`src/rtl/assert_macros.svh`:
```
// ----------------------------------------------------------------------------
// Assertion macros
// Shared helpers for the concurrent checks in the stationary detector RTL.
// ----------------------------------------------------------------------------
`ifndef ASSERT_MACROS_SVH
`define ASSERT_MACROS_SVH

// The consequent must hold in the same cycle as the antecedent.
`define ASSERT_IMPLY(label, clk, rst_n, ante, cons, msg) \
    label: assert property (@(posedge clk) disable iff (!rst_n) (ante) |-> (cons)) \
        else $error(msg);

// The consequent must hold in the cycle after the antecedent.
`define ASSERT_NEXT(label, clk, rst_n, ante, cons, msg) \
    label: assert property (@(posedge clk) disable iff (!rst_n) (ante) |=> (cons)) \
        else $error(msg);

`endif

```
`src/rtl/asd_pkg.sv`:
```
// ----------------------------------------------------------------------------
// asd_pkg
// Widths, reset values, register codes and state types of the detector.
// ----------------------------------------------------------------------------
package asd_pkg;

    // Default window depth.
    localparam int WINDOW_LEN_DEF = 16;

    // Field and datapath widths.
    localparam int ACCEL_W   = 16;
    localparam int AXIS_W    = 17;   // magnitude of one axis, 0..32768
    localparam int RAD_W     = 32;   // sum of three squared axes
    localparam int MAG_W     = 16;
    localparam int SQ_W      = 32;   // squared magnitude
    localparam int MEAN_W    = 16;
    localparam int VAR_W     = 30;
    localparam int VTH_W     = 32;
    localparam int MTH_W     = 16;
    localparam int ONE_G_W   = 15;
    localparam int CFG_IDX_W = 2;
    localparam int CFG_DATA_W = 32;

    // Depth of the queue between the front and back parts.
    localparam int QUEUE_DEPTH = 4;

    // Magnitude constants.
    localparam logic [MAG_W-1:0] MAG_RESET = 16'd16384;
    localparam logic [MAG_W-1:0] MAG_MAX   = 16'd56755;

    // Register reset values.
    localparam logic [VTH_W-1:0]   VAR_THRESH_RST = 32'd268435;
    localparam logic [MTH_W-1:0]   MAG_THRESH_RST = 16'd1638;
    localparam logic [ONE_G_W-1:0] ONE_G_RST      = 15'd16384;

    // Configuration register indexes.
    typedef enum logic [CFG_IDX_W-1:0] {
        CFG_VAR_THRESH = 2'd0,
        CFG_MAG_THRESH = 2'd1,
        CFG_ONE_G      = 2'd2
    } t_cfg_idx;

    // Configuration seen by the back part.
    typedef struct packed {
        logic [VTH_W-1:0]   var_thresh;
        logic [MTH_W-1:0]   mag_thresh;
        logic [ONE_G_W-1:0] one_g;
    } t_cfg;

    // Front part states.
    typedef enum logic [1:0] {
        F_IDLE,
        F_SQUARE,
        F_ROOT,
        F_PUSH
    } t_front_state;

    // Back part states.
    typedef enum logic [2:0] {
        B_IDLE,
        B_SQUARE,
        B_SUMS,
        B_PRODUCT,
        B_SPREAD,
        B_CHECK,
        B_DIVIDE,
        B_OUTPUT
    } t_back_state;

endpackage

```
`src/rtl/asd_front.sv`:
```
// ----------------------------------------------------------------------------
// asd_front
// Takes a sample, squares the three axes on one shared multiplier and forms
// the integer square root one result bit per cycle.
// ----------------------------------------------------------------------------
`include "assert_macros.svh"

module asd_front (
    input  logic                               i_clk,
    input  logic                               i_rst_n,
    input  logic                               i_push,
    input  logic signed [asd_pkg::ACCEL_W-1:0] i_accel_x,
    input  logic signed [asd_pkg::ACCEL_W-1:0] i_accel_y,
    input  logic signed [asd_pkg::ACCEL_W-1:0] i_accel_z,
    output logic                               o_full,
    output logic                               o_mag_push,
    output logic [asd_pkg::MAG_W-1:0]          o_mag,
    input  logic                               i_mag_full
);
    import asd_pkg::*;

    localparam int NUM_AXES = 3;
    localparam int SQA_W    = 2 * AXIS_W;
    localparam logic [RAD_W-1:0] ROOT_BIT0 = RAD_W'(1) << (RAD_W - 2);

    t_front_state     r_state, n_state;
    logic [AXIS_W-1:0] r_abs [NUM_AXES];
    logic [1:0]        r_axis;
    logic [RAD_W-1:0]  r_rad;
    logic [RAD_W-1:0]  r_res;
    logic [RAD_W-1:0]  r_bit;
    logic [SQA_W-1:0]  axis_sq;
    logic [RAD_W:0]    trial;
    logic              take_bit;
    logic              accept;
    logic              last_axis;
    logic              last_bit;

    // Absolute value of a two's complement axis reading.
    function automatic logic [AXIS_W-1:0] abs_axis(input logic signed [ACCEL_W-1:0] v);
        logic [AXIS_W-1:0] ext;
        ext = {1'b0, v};
        return v[ACCEL_W-1] ? (AXIS_W'(1) << ACCEL_W) - ext : ext;
    endfunction

    // Shared squaring multiplier and root trial subtraction.
    assign axis_sq   = SQA_W'(r_abs[r_axis]) * SQA_W'(r_abs[r_axis]);
    assign trial     = {1'b0, r_res} + {1'b0, r_bit};
    assign take_bit  = ({1'b0, r_rad} >= trial);
    assign accept    = i_push && !o_full;
    assign last_axis = (r_axis == 2'(NUM_AXES - 1));
    assign last_bit  = (r_bit == RAD_W'(1));

    // Next state.
    always_comb begin
        n_state = r_state;
        case (r_state)
            F_IDLE:   if (accept) n_state = F_SQUARE;
            F_SQUARE: if (last_axis) n_state = F_ROOT;
            F_ROOT:   if (last_bit) n_state = F_PUSH;
            F_PUSH:   if (!i_mag_full) n_state = F_IDLE;
            default:  n_state = F_IDLE;
        endcase
    end

    // Outputs.
    always_comb begin
        o_full     = (r_state != F_IDLE);
        o_mag_push = (r_state == F_PUSH) && !i_mag_full;
        o_mag      = r_res[MAG_W-1:0];
    end

    // State register.
    always_ff @(posedge i_clk) begin
        if (!i_rst_n) begin
            r_state <= F_IDLE;
        end else begin
            r_state <= n_state;
        end
    end

    // Datapath: capture, accumulate squares, then one root bit per cycle.
    always_ff @(posedge i_clk) begin
        case (r_state)
            F_IDLE: begin
                if (accept) begin
                    r_abs[0] <= abs_axis(i_accel_x);
                    r_abs[1] <= abs_axis(i_accel_y);
                    r_abs[2] <= abs_axis(i_accel_z);
                    r_axis   <= '0;
                    r_rad    <= '0;
                end
            end
            F_SQUARE: begin
                r_rad  <= r_rad + axis_sq[RAD_W-1:0];
                r_axis <= r_axis + 2'd1;
                r_res  <= '0;
                r_bit  <= ROOT_BIT0;
            end
            F_ROOT: begin
                if (take_bit) begin
                    r_rad <= r_rad - trial[RAD_W-1:0];
                    r_res <= (r_res >> 1) + r_bit;
                end else begin
                    r_res <= r_res >> 1;
                end
                r_bit <= r_bit >> 2;
            end
            default: begin
            end
        endcase
    end

    // A finished root never exceeds the magnitude of the largest sample.
    `ASSERT_IMPLY(a_root_in_range, i_clk, i_rst_n, r_state == F_PUSH,
        r_res <= RAD_W'(MAG_MAX), "square root result out of range")

endmodule

```
`src/rtl/asd_fifo.sv`:
```
// ----------------------------------------------------------------------------
// asd_fifo
// Short queue of magnitudes between the front and back parts.
// ----------------------------------------------------------------------------
`include "assert_macros.svh"

module asd_fifo (
    input  logic                      i_clk,
    input  logic                      i_rst_n,
    input  logic                      i_push,
    input  logic [asd_pkg::MAG_W-1:0] i_data,
    output logic                      o_full,
    input  logic                      i_pop,
    output logic [asd_pkg::MAG_W-1:0] o_data,
    output logic                      o_empty
);
    import asd_pkg::*;

    localparam int PTR_W = $clog2(QUEUE_DEPTH);
    localparam int CNT_W = $clog2(QUEUE_DEPTH + 1);

    logic [MAG_W-1:0] r_mem [QUEUE_DEPTH];
    logic [PTR_W-1:0] r_wr_ptr;
    logic [PTR_W-1:0] r_rd_ptr;
    logic [CNT_W-1:0] r_count;
    logic             do_push;
    logic             do_pop;

    assign o_full  = (r_count == CNT_W'(QUEUE_DEPTH));
    assign o_empty = (r_count == '0);
    assign o_data  = r_mem[r_rd_ptr];
    assign do_push = i_push && !o_full;
    assign do_pop  = i_pop && !o_empty;

    // Pointers and fill count.
    always_ff @(posedge i_clk) begin
        if (!i_rst_n) begin
            r_wr_ptr <= '0;
            r_rd_ptr <= '0;
            r_count  <= '0;
        end else begin
            if (do_push) r_wr_ptr <= r_wr_ptr + PTR_W'(1);
            if (do_pop) r_rd_ptr <= r_rd_ptr + PTR_W'(1);
            case ({do_push, do_pop})
                2'b10:   r_count <= r_count + CNT_W'(1);
                2'b01:   r_count <= r_count - CNT_W'(1);
                default: r_count <= r_count;
            endcase
        end
    end

    // Entry storage.
    always_ff @(posedge i_clk) begin
        if (do_push) r_mem[r_wr_ptr] <= i_data;
    end

    // The front part must hold its magnitude while the queue is full.
    `ASSERT_IMPLY(a_no_push_when_full, i_clk, i_rst_n, i_push, !o_full,
        "magnitude request pushed into a full queue")

endmodule

```
`src/rtl/asd_div.sv`:
```
// ----------------------------------------------------------------------------
// asd_div
// Division by a fixed divisor through multiplication with a scaled
// reciprocal. The product is built from 16 by 16 bit partial products, one
// per cycle, one for each pair of operand limbs.
// ----------------------------------------------------------------------------
module asd_div #(
    parameter int DIVIDEND_W = 20,
    parameter int QUOT_W     = 16,
    parameter int DIVISOR    = 16
) (
    input  logic                  i_clk,
    input  logic                  i_rst_n,
    input  logic                  i_start,
    input  logic [DIVIDEND_W-1:0] i_dividend,
    output logic                  o_busy,
    output logic [QUOT_W-1:0]     o_quotient
);
    localparam int LIMB_W  = 16;
    localparam int PART_W  = 2 * LIMB_W;
    localparam int N_LIMBS = (DIVIDEND_W + LIMB_W - 1) / LIMB_W;
    localparam int RECIP_W = DIVIDEND_W + 2;
    localparam int M_LIMBS = (RECIP_W + LIMB_W - 1) / LIMB_W;
    localparam int NP_W    = N_LIMBS * LIMB_W;
    localparam int MP_W    = M_LIMBS * LIMB_W;
    localparam int ACC_W   = NP_W + MP_W;
    localparam int SHIFT   = DIVIDEND_W + $clog2(DIVISOR);
    localparam int SCALE_W = SHIFT + 1;
    localparam int NI_W    = $clog2(N_LIMBS + 1);
    localparam int MI_W    = $clog2(M_LIMBS + 1);
    localparam int POS_W   = $clog2(N_LIMBS + M_LIMBS);

    // Reciprocal rounded up; with this scale the floor is exact for every
    // dividend of DIVIDEND_W bits.
    localparam logic [SCALE_W-1:0] SCALE = {1'b1, {SHIFT{1'b0}}};
    localparam logic [SCALE_W-1:0] RECIP_FULL =
        (SCALE + SCALE_W'(DIVISOR - 1)) / SCALE_W'(DIVISOR);
    localparam logic [MP_W-1:0] RECIP = MP_W'(RECIP_FULL);

    logic              r_busy;
    logic [NI_W-1:0]   r_ni;
    logic [MI_W-1:0]   r_mi;
    logic [NP_W-1:0]   r_n;
    logic [MP_W-1:0]   r_m;
    logic [ACC_W-1:0]  r_acc;
    logic [PART_W-1:0] part;
    logic [POS_W-1:0]  pos;
    logic              last_ni;
    logic              last_mi;

    // One limb product per cycle, placed by the sum of the limb positions.
    assign part       = PART_W'(r_n[LIMB_W-1:0]) * PART_W'(r_m[LIMB_W-1:0]);
    assign pos        = POS_W'(r_ni) + POS_W'(r_mi);
    assign last_ni    = (r_ni == NI_W'(N_LIMBS - 1));
    assign last_mi    = (r_mi == MI_W'(M_LIMBS - 1));
    assign o_busy     = r_busy;
    assign o_quotient = r_acc[SHIFT +: QUOT_W];

    // Step control over dividend limbs within reciprocal limbs.
    always_ff @(posedge i_clk) begin
        if (!i_rst_n) begin
            r_busy <= 1'b0;
            r_ni   <= '0;
            r_mi   <= '0;
        end else if (i_start) begin
            r_busy <= 1'b1;
            r_ni   <= '0;
            r_mi   <= '0;
        end else if (r_busy) begin
            if (last_ni) begin
                r_ni <= '0;
                r_mi <= r_mi + MI_W'(1);
                if (last_mi) r_busy <= 1'b0;
            end else begin
                r_ni <= r_ni + NI_W'(1);
            end
        end
    end

    // Operand limbs and product accumulator.
    always_ff @(posedge i_clk) begin
        if (i_start) begin
            r_n   <= NP_W'(i_dividend);
            r_m   <= RECIP;
            r_acc <= '0;
        end else if (r_busy) begin
            r_acc <= r_acc + (ACC_W'(part) << (LIMB_W * int'(pos)));
            r_n   <= {r_n[LIMB_W-1:0], r_n[NP_W-1:LIMB_W]};
            if (last_ni) r_m <= r_m >> LIMB_W;
        end
    end

endmodule

```
`src/rtl/asd_back.sv`:
```
// ----------------------------------------------------------------------------
// asd_back
// Window ring, running sums, threshold tests and the mean and variance
// dividers, with a one-entry result register toward the output side.
// ----------------------------------------------------------------------------
`include "assert_macros.svh"

module asd_back #(
    parameter int WINDOW_LEN = asd_pkg::WINDOW_LEN_DEF
) (
    input  logic                       i_clk,
    input  logic                       i_rst_n,
    input  asd_pkg::t_cfg              i_cfg,
    input  logic                       i_mag_empty,
    input  logic [asd_pkg::MAG_W-1:0]  i_mag,
    output logic                       o_mag_pop,
    input  logic                       i_pop,
    output logic                       o_empty,
    output logic                       o_stationary,
    output logic [asd_pkg::MEAN_W-1:0] o_mean_magnitude,
    output logic [asd_pkg::VAR_W-1:0]  o_magnitude_variance
);
    import asd_pkg::*;

    localparam int CW   = $clog2(WINDOW_LEN);
    localparam int S1_W = MAG_W + CW;
    localparam int S2_W = SQ_W + CW;
    localparam int SP_W = SQ_W + 2 * CW;
    localparam logic [S1_W-1:0] S1_RST = S1_W'(longint'(WINDOW_LEN) * longint'(MAG_RESET));
    localparam logic [S2_W-1:0] S2_RST =
        S2_W'(longint'(WINDOW_LEN) * longint'(MAG_RESET) * longint'(MAG_RESET));
    localparam logic [CW-1:0]   SLOT_LAST = CW'(WINDOW_LEN - 1);
    localparam logic [SP_W-1:0] W_SP  = SP_W'(WINDOW_LEN);
    localparam logic [SP_W-1:0] WW_SP = SP_W'(WINDOW_LEN * WINDOW_LEN);
    localparam logic [S1_W-1:0] W_S1  = S1_W'(WINDOW_LEN);

    t_back_state        r_state, n_state;
    logic [MAG_W-1:0]   r_mem [WINDOW_LEN];
    logic [WINDOW_LEN-1:0] r_entry_valid;
    logic [CW-1:0]      r_slot;
    logic [MAG_W-1:0]   r_rd_data;
    logic               r_rd_valid;
    logic [MAG_W-1:0]   r_mag;
    logic [MAG_W-1:0]   r_old;
    logic [SQ_W-1:0]    r_old_sq;
    logic [SQ_W-1:0]    r_mag_sq;
    logic [S1_W-1:0]    r_s1;
    logic [S2_W-1:0]    r_s2;
    logic [SP_W-1:0]    r_ws2;
    logic [SP_W-1:0]    r_s1sq;
    logic [S1_W-1:0]    r_dev;
    logic [S1_W-1:0]    r_mean_lim;
    logic [SP_W-1:0]    r_var_lim;
    logic [SP_W-1:0]    r_spread;
    logic               r_mean_ok;
    logic               r_out_valid;
    logic               r_out_stationary;
    logic [MEAN_W-1:0]  r_out_mean;
    logic [VAR_W-1:0]   r_out_var;
    logic [MAG_W-1:0]   old_mag;
    logic [S1_W-1:0]    target;
    logic               div_start;
    logic               mean_busy;
    logic               var_busy;
    logic [MEAN_W-1:0]  mean_q;
    logic [VAR_W-1:0]   var_q;
    logic               out_free;
    logic               out_load;

    // An entry never written since reset reads as one g.
    assign old_mag  = r_rd_valid ? r_rd_data : MAG_RESET;
    assign target   = S1_W'(i_cfg.one_g) * W_S1;
    assign out_free = !r_out_valid || i_pop;

    // Next state.
    always_comb begin
        n_state = r_state;
        case (r_state)
            B_IDLE:    if (!i_mag_empty) n_state = B_SQUARE;
            B_SQUARE:  n_state = B_SUMS;
            B_SUMS:    n_state = B_PRODUCT;
            B_PRODUCT: n_state = B_SPREAD;
            B_SPREAD:  n_state = B_CHECK;
            B_CHECK:   n_state = B_DIVIDE;
            B_DIVIDE:  if (!mean_busy && !var_busy) n_state = B_OUTPUT;
            B_OUTPUT:  if (out_free) n_state = B_IDLE;
            default:   n_state = B_IDLE;
        endcase
    end

    // Outputs of the sequencer.
    always_comb begin
        o_mag_pop = (r_state == B_IDLE) && !i_mag_empty;
        div_start = (r_state == B_CHECK);
        out_load  = (r_state == B_OUTPUT) && out_free;
    end

    // Sequencer, ring pointer, valid bits and result register control.
    always_ff @(posedge i_clk) begin
        if (!i_rst_n) begin
            r_state       <= B_IDLE;
            r_slot        <= '0;
            r_entry_valid <= '0;
            r_s1          <= S1_RST;
            r_s2          <= S2_RST;
            r_out_valid   <= 1'b0;
        end else begin
            r_state <= n_state;
            if (r_state == B_SUMS) begin
                r_s1 <= r_s1 - S1_W'(r_old) + S1_W'(r_mag);
                r_s2 <= r_s2 - S2_W'(r_old_sq) + S2_W'(r_mag_sq);
                r_entry_valid[r_slot] <= 1'b1;
                r_slot <= (r_slot == SLOT_LAST) ? '0 : r_slot + CW'(1);
            end
            if (out_load) begin
                r_out_valid <= 1'b1;
            end else if (i_pop) begin
                r_out_valid <= 1'b0;
            end
        end
    end

    // Window memory with registered read.
    always_ff @(posedge i_clk) begin
        r_rd_data  <= r_mem[r_slot];
        r_rd_valid <= r_entry_valid[r_slot];
        if (r_state == B_SUMS) r_mem[r_slot] <= r_mag;
    end

    // Statistics datapath.
    always_ff @(posedge i_clk) begin
        case (r_state)
            B_IDLE: begin
                r_mag <= i_mag;
            end
            B_SQUARE: begin
                r_old    <= old_mag;
                r_old_sq <= SQ_W'(old_mag) * SQ_W'(old_mag);
                r_mag_sq <= SQ_W'(r_mag) * SQ_W'(r_mag);
            end
            B_PRODUCT: begin
                r_ws2      <= SP_W'(r_s2) * W_SP;
                r_s1sq     <= SP_W'(r_s1) * SP_W'(r_s1);
                r_dev      <= (r_s1 >= target) ? r_s1 - target : target - r_s1;
                r_mean_lim <= S1_W'(i_cfg.mag_thresh) * W_S1;
                r_var_lim  <= SP_W'(i_cfg.var_thresh) * WW_SP;
            end
            B_SPREAD: begin
                r_spread  <= r_ws2 - r_s1sq;
                r_mean_ok <= (r_dev < r_mean_lim);
            end
            default: begin
            end
        endcase
        if (out_load) begin
            r_out_stationary <= (r_spread < r_var_lim) && r_mean_ok;
            r_out_mean       <= mean_q;
            r_out_var        <= var_q;
        end
    end

    // Mean: window sum over the window length.
    asd_div #(
        .DIVIDEND_W (S1_W),
        .QUOT_W     (MEAN_W),
        .DIVISOR    (WINDOW_LEN)
    ) u_mean_div (
        .i_clk      (i_clk),
        .i_rst_n    (i_rst_n),
        .i_start    (div_start),
        .i_dividend (r_s1),
        .o_busy     (mean_busy),
        .o_quotient (mean_q)
    );

    // Variance: spread over the squared window length.
    asd_div #(
        .DIVIDEND_W (SP_W),
        .QUOT_W     (VAR_W),
        .DIVISOR    (WINDOW_LEN * WINDOW_LEN)
    ) u_var_div (
        .i_clk      (i_clk),
        .i_rst_n    (i_rst_n),
        .i_start    (div_start),
        .i_dividend (r_spread),
        .o_busy     (var_busy),
        .o_quotient (var_q)
    );

    assign o_empty              = !r_out_valid;
    assign o_stationary         = r_out_stationary;
    assign o_mean_magnitude     = r_out_mean;
    assign o_magnitude_variance = r_out_var;

    // Both dividers are launched together by the check step.
    `ASSERT_NEXT(a_div_launched, i_clk, i_rst_n, r_state == B_CHECK,
        mean_busy && var_busy, "dividers did not start")

    // Results are only taken once both dividers have finished.
    `ASSERT_IMPLY(a_div_done_at_output, i_clk, i_rst_n, r_state == B_OUTPUT,
        !mean_busy && !var_busy, "result taken while a divider is busy")

    // The scaled square sum never falls below the squared sum.
    `ASSERT_IMPLY(a_spread_nonneg, i_clk, i_rst_n, r_state == B_SPREAD,
        r_ws2 >= r_s1sq, "window spread went negative")

endmodule

```
`src/rtl/accel_stationary_detector.sv`:
```
// ----------------------------------------------------------------------------
// accel_stationary_detector
// Each accepted three-axis sample yields exactly one result: the stationary
// flag, the floored mean of the magnitude window and its floored variance,
// all describing the window after the new magnitude has gone in. The front
// part takes a new sample only once the previous one is pushed: it accepts
// the sample, squares the three axes on the shared squaring multiplier,
// forms the square root bitwise and pushes the magnitude. A four-entry queue
// decouples it from the back part, which steps through its square, sums,
// product, spread and check states, waits on the mean and variance dividers,
// which multiply by reciprocals, and then waits until its result register
// is free. The front part is the slower of the two and sets the sustained
// sample rate. The window starts out filled with one g magnitudes after
// reset through per-entry valid bits, so no clearing pass is needed.
// Configuration writes take effect at once and belong in idle periods.
// ----------------------------------------------------------------------------
module accel_stationary_detector #(
    parameter int WINDOW_LEN = asd_pkg::WINDOW_LEN_DEF
) (
    input  logic                                i_clk,
    input  logic                                i_rst_n,
    input  logic                                push,
    output logic                                full,
    input  logic signed [asd_pkg::ACCEL_W-1:0]  i_accel_x,
    input  logic signed [asd_pkg::ACCEL_W-1:0]  i_accel_y,
    input  logic signed [asd_pkg::ACCEL_W-1:0]  i_accel_z,
    output logic                                empty,
    input  logic                                pop,
    output logic                                o_stationary,
    output logic [asd_pkg::MEAN_W-1:0]          o_mean_magnitude,
    output logic [asd_pkg::VAR_W-1:0]           o_magnitude_variance,
    input  logic                                i_cfg_we,
    input  logic [asd_pkg::CFG_IDX_W-1:0]       i_cfg_index,
    input  logic [asd_pkg::CFG_DATA_W-1:0]      i_cfg_data
);
    import asd_pkg::*;

    t_cfg             r_cfg;
    logic             mag_push;
    logic             mag_full;
    logic [MAG_W-1:0] mag_in;
    logic             mag_pop;
    logic             mag_empty;
    logic [MAG_W-1:0] mag_out;

    // Configuration registers; unknown indexes are ignored.
    always_ff @(posedge i_clk) begin
        if (!i_rst_n) begin
            r_cfg.var_thresh <= VAR_THRESH_RST;
            r_cfg.mag_thresh <= MAG_THRESH_RST;
            r_cfg.one_g      <= ONE_G_RST;
        end else if (i_cfg_we) begin
            case (t_cfg_idx'(i_cfg_index))
                CFG_VAR_THRESH: r_cfg.var_thresh <= i_cfg_data[VTH_W-1:0];
                CFG_MAG_THRESH: r_cfg.mag_thresh <= i_cfg_data[MTH_W-1:0];
                CFG_ONE_G:      r_cfg.one_g      <= i_cfg_data[ONE_G_W-1:0];
                default: begin
                end
            endcase
        end
    end

    // Front part: sample to magnitude.
    asd_front u_front (
        .i_clk      (i_clk),
        .i_rst_n    (i_rst_n),
        .i_push     (push),
        .i_accel_x  (i_accel_x),
        .i_accel_y  (i_accel_y),
        .i_accel_z  (i_accel_z),
        .o_full     (full),
        .o_mag_push (mag_push),
        .o_mag      (mag_in),
        .i_mag_full (mag_full)
    );

    // Magnitude queue.
    asd_fifo u_fifo (
        .i_clk   (i_clk),
        .i_rst_n (i_rst_n),
        .i_push  (mag_push),
        .i_data  (mag_in),
        .o_full  (mag_full),
        .i_pop   (mag_pop),
        .o_data  (mag_out),
        .o_empty (mag_empty)
    );

    // Back part: window statistics and result register.
    asd_back #(
        .WINDOW_LEN (WINDOW_LEN)
    ) u_back (
        .i_clk                (i_clk),
        .i_rst_n              (i_rst_n),
        .i_cfg                (r_cfg),
        .i_mag_empty          (mag_empty),
        .i_mag                (mag_out),
        .o_mag_pop            (mag_pop),
        .i_pop                (pop),
        .o_empty              (empty),
        .o_stationary         (o_stationary),
        .o_mean_magnitude     (o_mean_magnitude),
        .o_magnitude_variance (o_magnitude_variance)
    );

endmodule
```
`config.mk`:
```
export PLATFORM = sky130hd
export DESIGN_NAME = accel_stationary_detector
export DESIGN_NICKNAME = d
export VERILOG_FILES = /design/src/rtl/asd_pkg.sv /design/src/rtl/asd_front.sv /design/src/rtl/asd_fifo.sv /design/src/rtl/asd_div.sv /design/src/rtl/asd_back.sv /design/src/rtl/accel_stationary_detector.sv
export VERILOG_INCLUDE_DIRS = /design/src /design/src/rtl
export SDC_FILE = /design/constraint.sdc
export NUM_CORES = 2
export LEC_CHECK = 0
export CORE_ASPECT_RATIO = 1.25
export CORE_MARGIN = 2
export CORE_UTILIZATION = 52
export CTS_CLUSTER_SIZE = 8
export DETAILED_ROUTE_END_ITERATION = 7
export DONT_BUFFER_PORTS = 1
export MAX_ROUTING_LAYER = met4
export PLACE_DENSITY = 0.77
export SLEW_MARGIN = 30
export SYNTH_ARGS = -nofsm -noshare
export SYNTH_HDL_FRONTEND = slang
export SYNTH_SLANG_ARGS = --single-unit
```
`constraint.sdc`:
```
create_clock -name i_clk -period 8.4 [get_ports i_clk]
set_input_delay 0.42 -clock i_clk [delete_from_list [all_inputs] [get_ports i_clk]]
set_output_delay 0.42 -clock i_clk [all_outputs]
set_load 0.03 [all_outputs]
```
==> Implementation_results.wiki <==
{| class="wikitable"
! Metric !! Value
|-
| Initial antenna violation count || 6
|-
| Total number of H-tree levels || 4
|-
| Vias per std cell || 5.66
|-
| Launching element type of the critical path || register
|-
| Final-layout worst hold slack || 0.0568 ns
|-
| Maximum fanout encountered on the critical timing path || 17
|-
| Prevailing post-synth register cell || edfxtp_1
|-
| Highest attainable clock frequency || 0.127 GHz
|-
| Sum of routed wire length over all layers || 245 mm
|-
| Category of the critical setup timing path || register to register
|-
| Summed instance area of the synthesized netlist || 0.0927 mm^2
|-
| CP Data Required Time || 8.91 ns
|-
| Synth Area in Adders || 0.300
|-
| Post-DRT Antenna Nets || 0
|-
| Final non-filler cell total || 11.7k
|-
| Count of routing violations after the opening detailed-route iteration || 4763
|-
| FF-to-FF End || u_front.r_rad[30]
|-
| Mux contribution to synthesized area || 0.0374
|-
| Area added between synthesis and finish || 9.92%
|-
| Setup skew after layout || 0.0967 ns
|-
| Share of the clock period used by the worst path after layout || 0.938
|-
| Path type of the worst min-delay path || input pin to register
|-
| Clock latency on the worst-skew pair || 0.84 ns
|-
| Total Neg Setup Slack || 0 ns
|-
| Mean post-synth cell area || 10.2 um^2
|-
| Worst rel slew slack || 0.318
|-
| Instance count of the mapped netlist || 9052
|-
| Area of the core region || 0.177 mm^2
|-
| Unrepaired setup endpoints after global routing || no
|-
| Dominant combinational cell family by area after synthesis || adder cells
|-
| Cell variety after synth || 88
|-
| Final Hold Violating Endpoints || 0
|-
| Fraction of layout cells with a size suffix above 1 || 0.0529
|-
| Root cell of the clock tree || clkbuf_16
|-
| Number of flops mapped to enable cells by yosys || 832
|-
| CP Capture Type || register
|-
| Clk buf depth || 3
|-
| Most common cell after layout, fill and taps aside || inv_1
|-
| All-layer global routing usage || 0.278
|-
| Boundary pin count || 136
|-
| Global-route wire length before repair || 382 mm
|-
| Routed vias || 66.1k
|-
| # clock sinks || 1144
|-
| Share of synthesized flip-flops with an asynchronous set or reset || 0
|-
| Status || completed
|-
| Horiz. Die Dim || 382 um
|-
| Synthesized-area fraction occupied by xor and xnor cells || 0.0442
|-
| Setup violation total in the final timing report || 0
|-
| Area enclosed by the die boundary || 0.182 mm^2
|-
| Maximum number of pins on one net before global-route repair || 80
|-
| Number of gates resized after cts || 0
|-
| DRC Markers || 0
|-
| Most frequent cells in the layout || inv_1, nand2_1, fa_1, edfxtp_1, ha_1
|-
| Share of synthesized cell area in and, or, nand and nor gates || 0.111
|-
| Max-cap viol count || 0
|-
| Height of the die || 476 um
|-
| Arr. time, crit path || 8.39 ns
|-
| TritonCTS clock tree || done
|-
| Seq cells post-synth || 1144
|-
| Clock transition at the register clock pins on the worst setup and hold paths after CTS || 0.05 ns
|-
| Detail Placement HPWL || 182 mm
|-
| Routability congestion estimate || 1.01
|-
| Routed length per placed instance || 20.9 um
|-
| Total gr overflow || 0
|-
| Starting Density || 0.523
|-
| NumNets Final || 11.0k
|-
| Placed cell count || 11.3k
|-
| Number of global-route vias before repair || 69.5k
|-
| R2R depth || 27
|-
| Detailed Routing Iterations Pass 1 || 6
|-
| Minimum clock period after layout || 7.88 ns
|-
| Reg2Reg Setup Slack || 0.52 ns
|-
| Worst Max-Slew Pin Slew || 1.02 ns
|-
| Crit path to || u_front.r_rad[30]
|-
| Number of buffers inserted during clock tree synthesis || 163
|-
| Slew Limit Fails || 0
|-
| Port Buf Inserts || 0
|-
| Synth Area in Compound Gates || 0.0943
|-
| Sequential cell area fraction in the yosys report || 0.337
|-
| Total of warnings raised by yosys || 0
|-
| Site Rows || 173
|}
state kept, by name, indices dropped and copies added, names as in the netlist, 20 cells and up, named ones only:
| name | flops |
|---|---|
| u_back.r_mem | 256 |
| u_back.u_var_div.r_acc | 70 |
| u_fifo.r_mem | 64 |
| r_cfg | 63 |
| u_front.r_abs | 51 |
| u_back.u_var_div.r_n | 48 |
| u_back.r_spread | 39 |
| u_back.r_s1sq | 38 |
| u_back.r_s2 | 36 |
| u_back.r_ws2 | 36 |
| u_back.u_mean_div.r_acc | 36 |
| u_back.r_var_lim | 32 |
| u_back.u_mean_div.r_n | 32 |
| u_front.r_rad | 32 |
| u_front.r_res | 32 |
| u_back.r_mag_sq | 31 |
| u_back.o_magnitude_variance | 30 |
| u_back.r_old_sq | 30 |
| u_back.r_s1 | 20 |
metrics by stage:
step / util / cell area (um^2) / setup WS, ns
3_3_place_gp: 0.538 / 95600 / 0.815
4_1_cts: 0.574 / 102000 / 0.585
6_report: 0.574 / 102000 / 0.520
5_1_grt: 0.574 / 102000 / 0.143
3_5_place_dp: 0.539 / 95600 / 0.619
2_1_floorplan: - / 92800 / 0.731
worst max-delay path, stage by stage (launching register included):
cell and delay (ns):
dfxtp_1 0.31, buf_4 0.29, mux2i_1 0.23, o21a_1 0.36, clkinv_1 0.44, nand2_1 0.22, fa_1 0.48, inv_1 0.10
fa_1 0.45, fa_1 0.54, fa_1 0.52, fa_1 0.55, inv_1 0.06, fa_1 0.57, inv_1 0.05, ha_1 0.35
a21o_1 0.18, a21oi_1 0.24, o21ai_0 0.15, a21oi_1 0.29, a311o_1 0.20, nand3_1 0.08, o311a_1 0.15, a21o_1 0.19
a21oi_1 0.21, nor2b_1 0.09, mux2i_1 0.17, o211ai_1 0.10
kinds of logic after synthesis:
logic type | Yosys count
compound gates | 1376
xor+xnor | 468
fa+ha+maj | 1690
buf+inv | 1873
flops | 1144
mux | 220
other cells | 1
simple gates | 2280
what timing repair did:
item                                    in CTS  in global routing
endpoints found under the setup margin       0                  0
hold buffers                               122                  0
buffers inserted                             0                  0
endpoints found under the hold margin      136                  0
per-layer routing:
layer,up-vias,routed length (um),global-route usage
li1,30211,-,-
met1,32580,88600,0.307
met2,2527,125000,0.478
met3,822,14600,0.0364
met4,0,16900,0.164
met5,-,0,-
worst min-delay path by stage:
stage,startpoint,end,slack [ns],depth (start not counted)
global route,i_accel_z[11],u_front.r_abs[2][12],0.04,2
detailed placement,r_cfg[49],u_back.r_var_lim[26],0.41,0
floorplan,r_cfg[21],u_back.r_mean_lim[10],0.41,0
CTS,i_accel_z[11],u_front.r_abs[2][12],0.009,2
finish,i_accel_z[11],u_front.r_abs[2][12],0.06,2
global placement,r_cfg[22],u_back.r_mean_lim[11],0.41,0
area by class of cell:
| type | instances | area [um^2] |
|---|---|---|
| Sequential cell | 1144 | 31200 |
| Clock inverter | 17 | 449 |
| Tap cell | 2362 | 2960 |
| Clock buffer | 286 | 4590 |
| Multi-Input combinational cell | 6037 | 54500 |
| Inverter | 1594 | 5990 |
| Antenna cell | 6 | 15.0 |
| Timing Repair Buffer | 239 | 2170 |
| Fill cell | 14496 | 75500 |
synth_stat cells (10+ instances only):
cell         n  share of area
clkbuf_1   243         0.0098
nand3_1     94         0.0051
a21oi_1    445          0.024
or2_2       19         0.0013
a21boi_0    17         0.0014
a21o_1     205          0.017
inv_1     1566          0.063
a31oi_1     53         0.0036
edfxtp_1   832           0.27
a211o_1     10        0.00094
buf_1       28         0.0011
ha_1       803           0.11
or3_1       21         0.0014
xnor2_1    315          0.030
and2_1     178          0.012
nand2_1    917          0.037
nand4_1     40         0.0027
a22oi_1     16         0.0013
nor3_1      81         0.0044
a31o_2      16         0.0015
o22ai_1     16         0.0011
and3_1      96         0.0065
o21ai_0    246          0.013
nor2b_1     89         0.0060
a211oi_1    55         0.0045
o21bai_1    65         0.0053
fa_1       887           0.19
nand3b_1    11        0.00089
mux4_2     101          0.025
nor2_1     613          0.025
xor2_1     153          0.014
o41ai_1     11         0.0010
mux2i_1    114          0.012
nor4_1      15         0.0010
o211ai_1    16         0.0013
o21a_1      69         0.0056
nand2b_1    61         0.0041
clkinv_1    24        0.00097
o31ai_1     32         0.0026
dfxtp_1    312          0.067
Power is not shown: default switching activity piles up to over one toggle a cycle in this logic, so the estimate is an artifact.
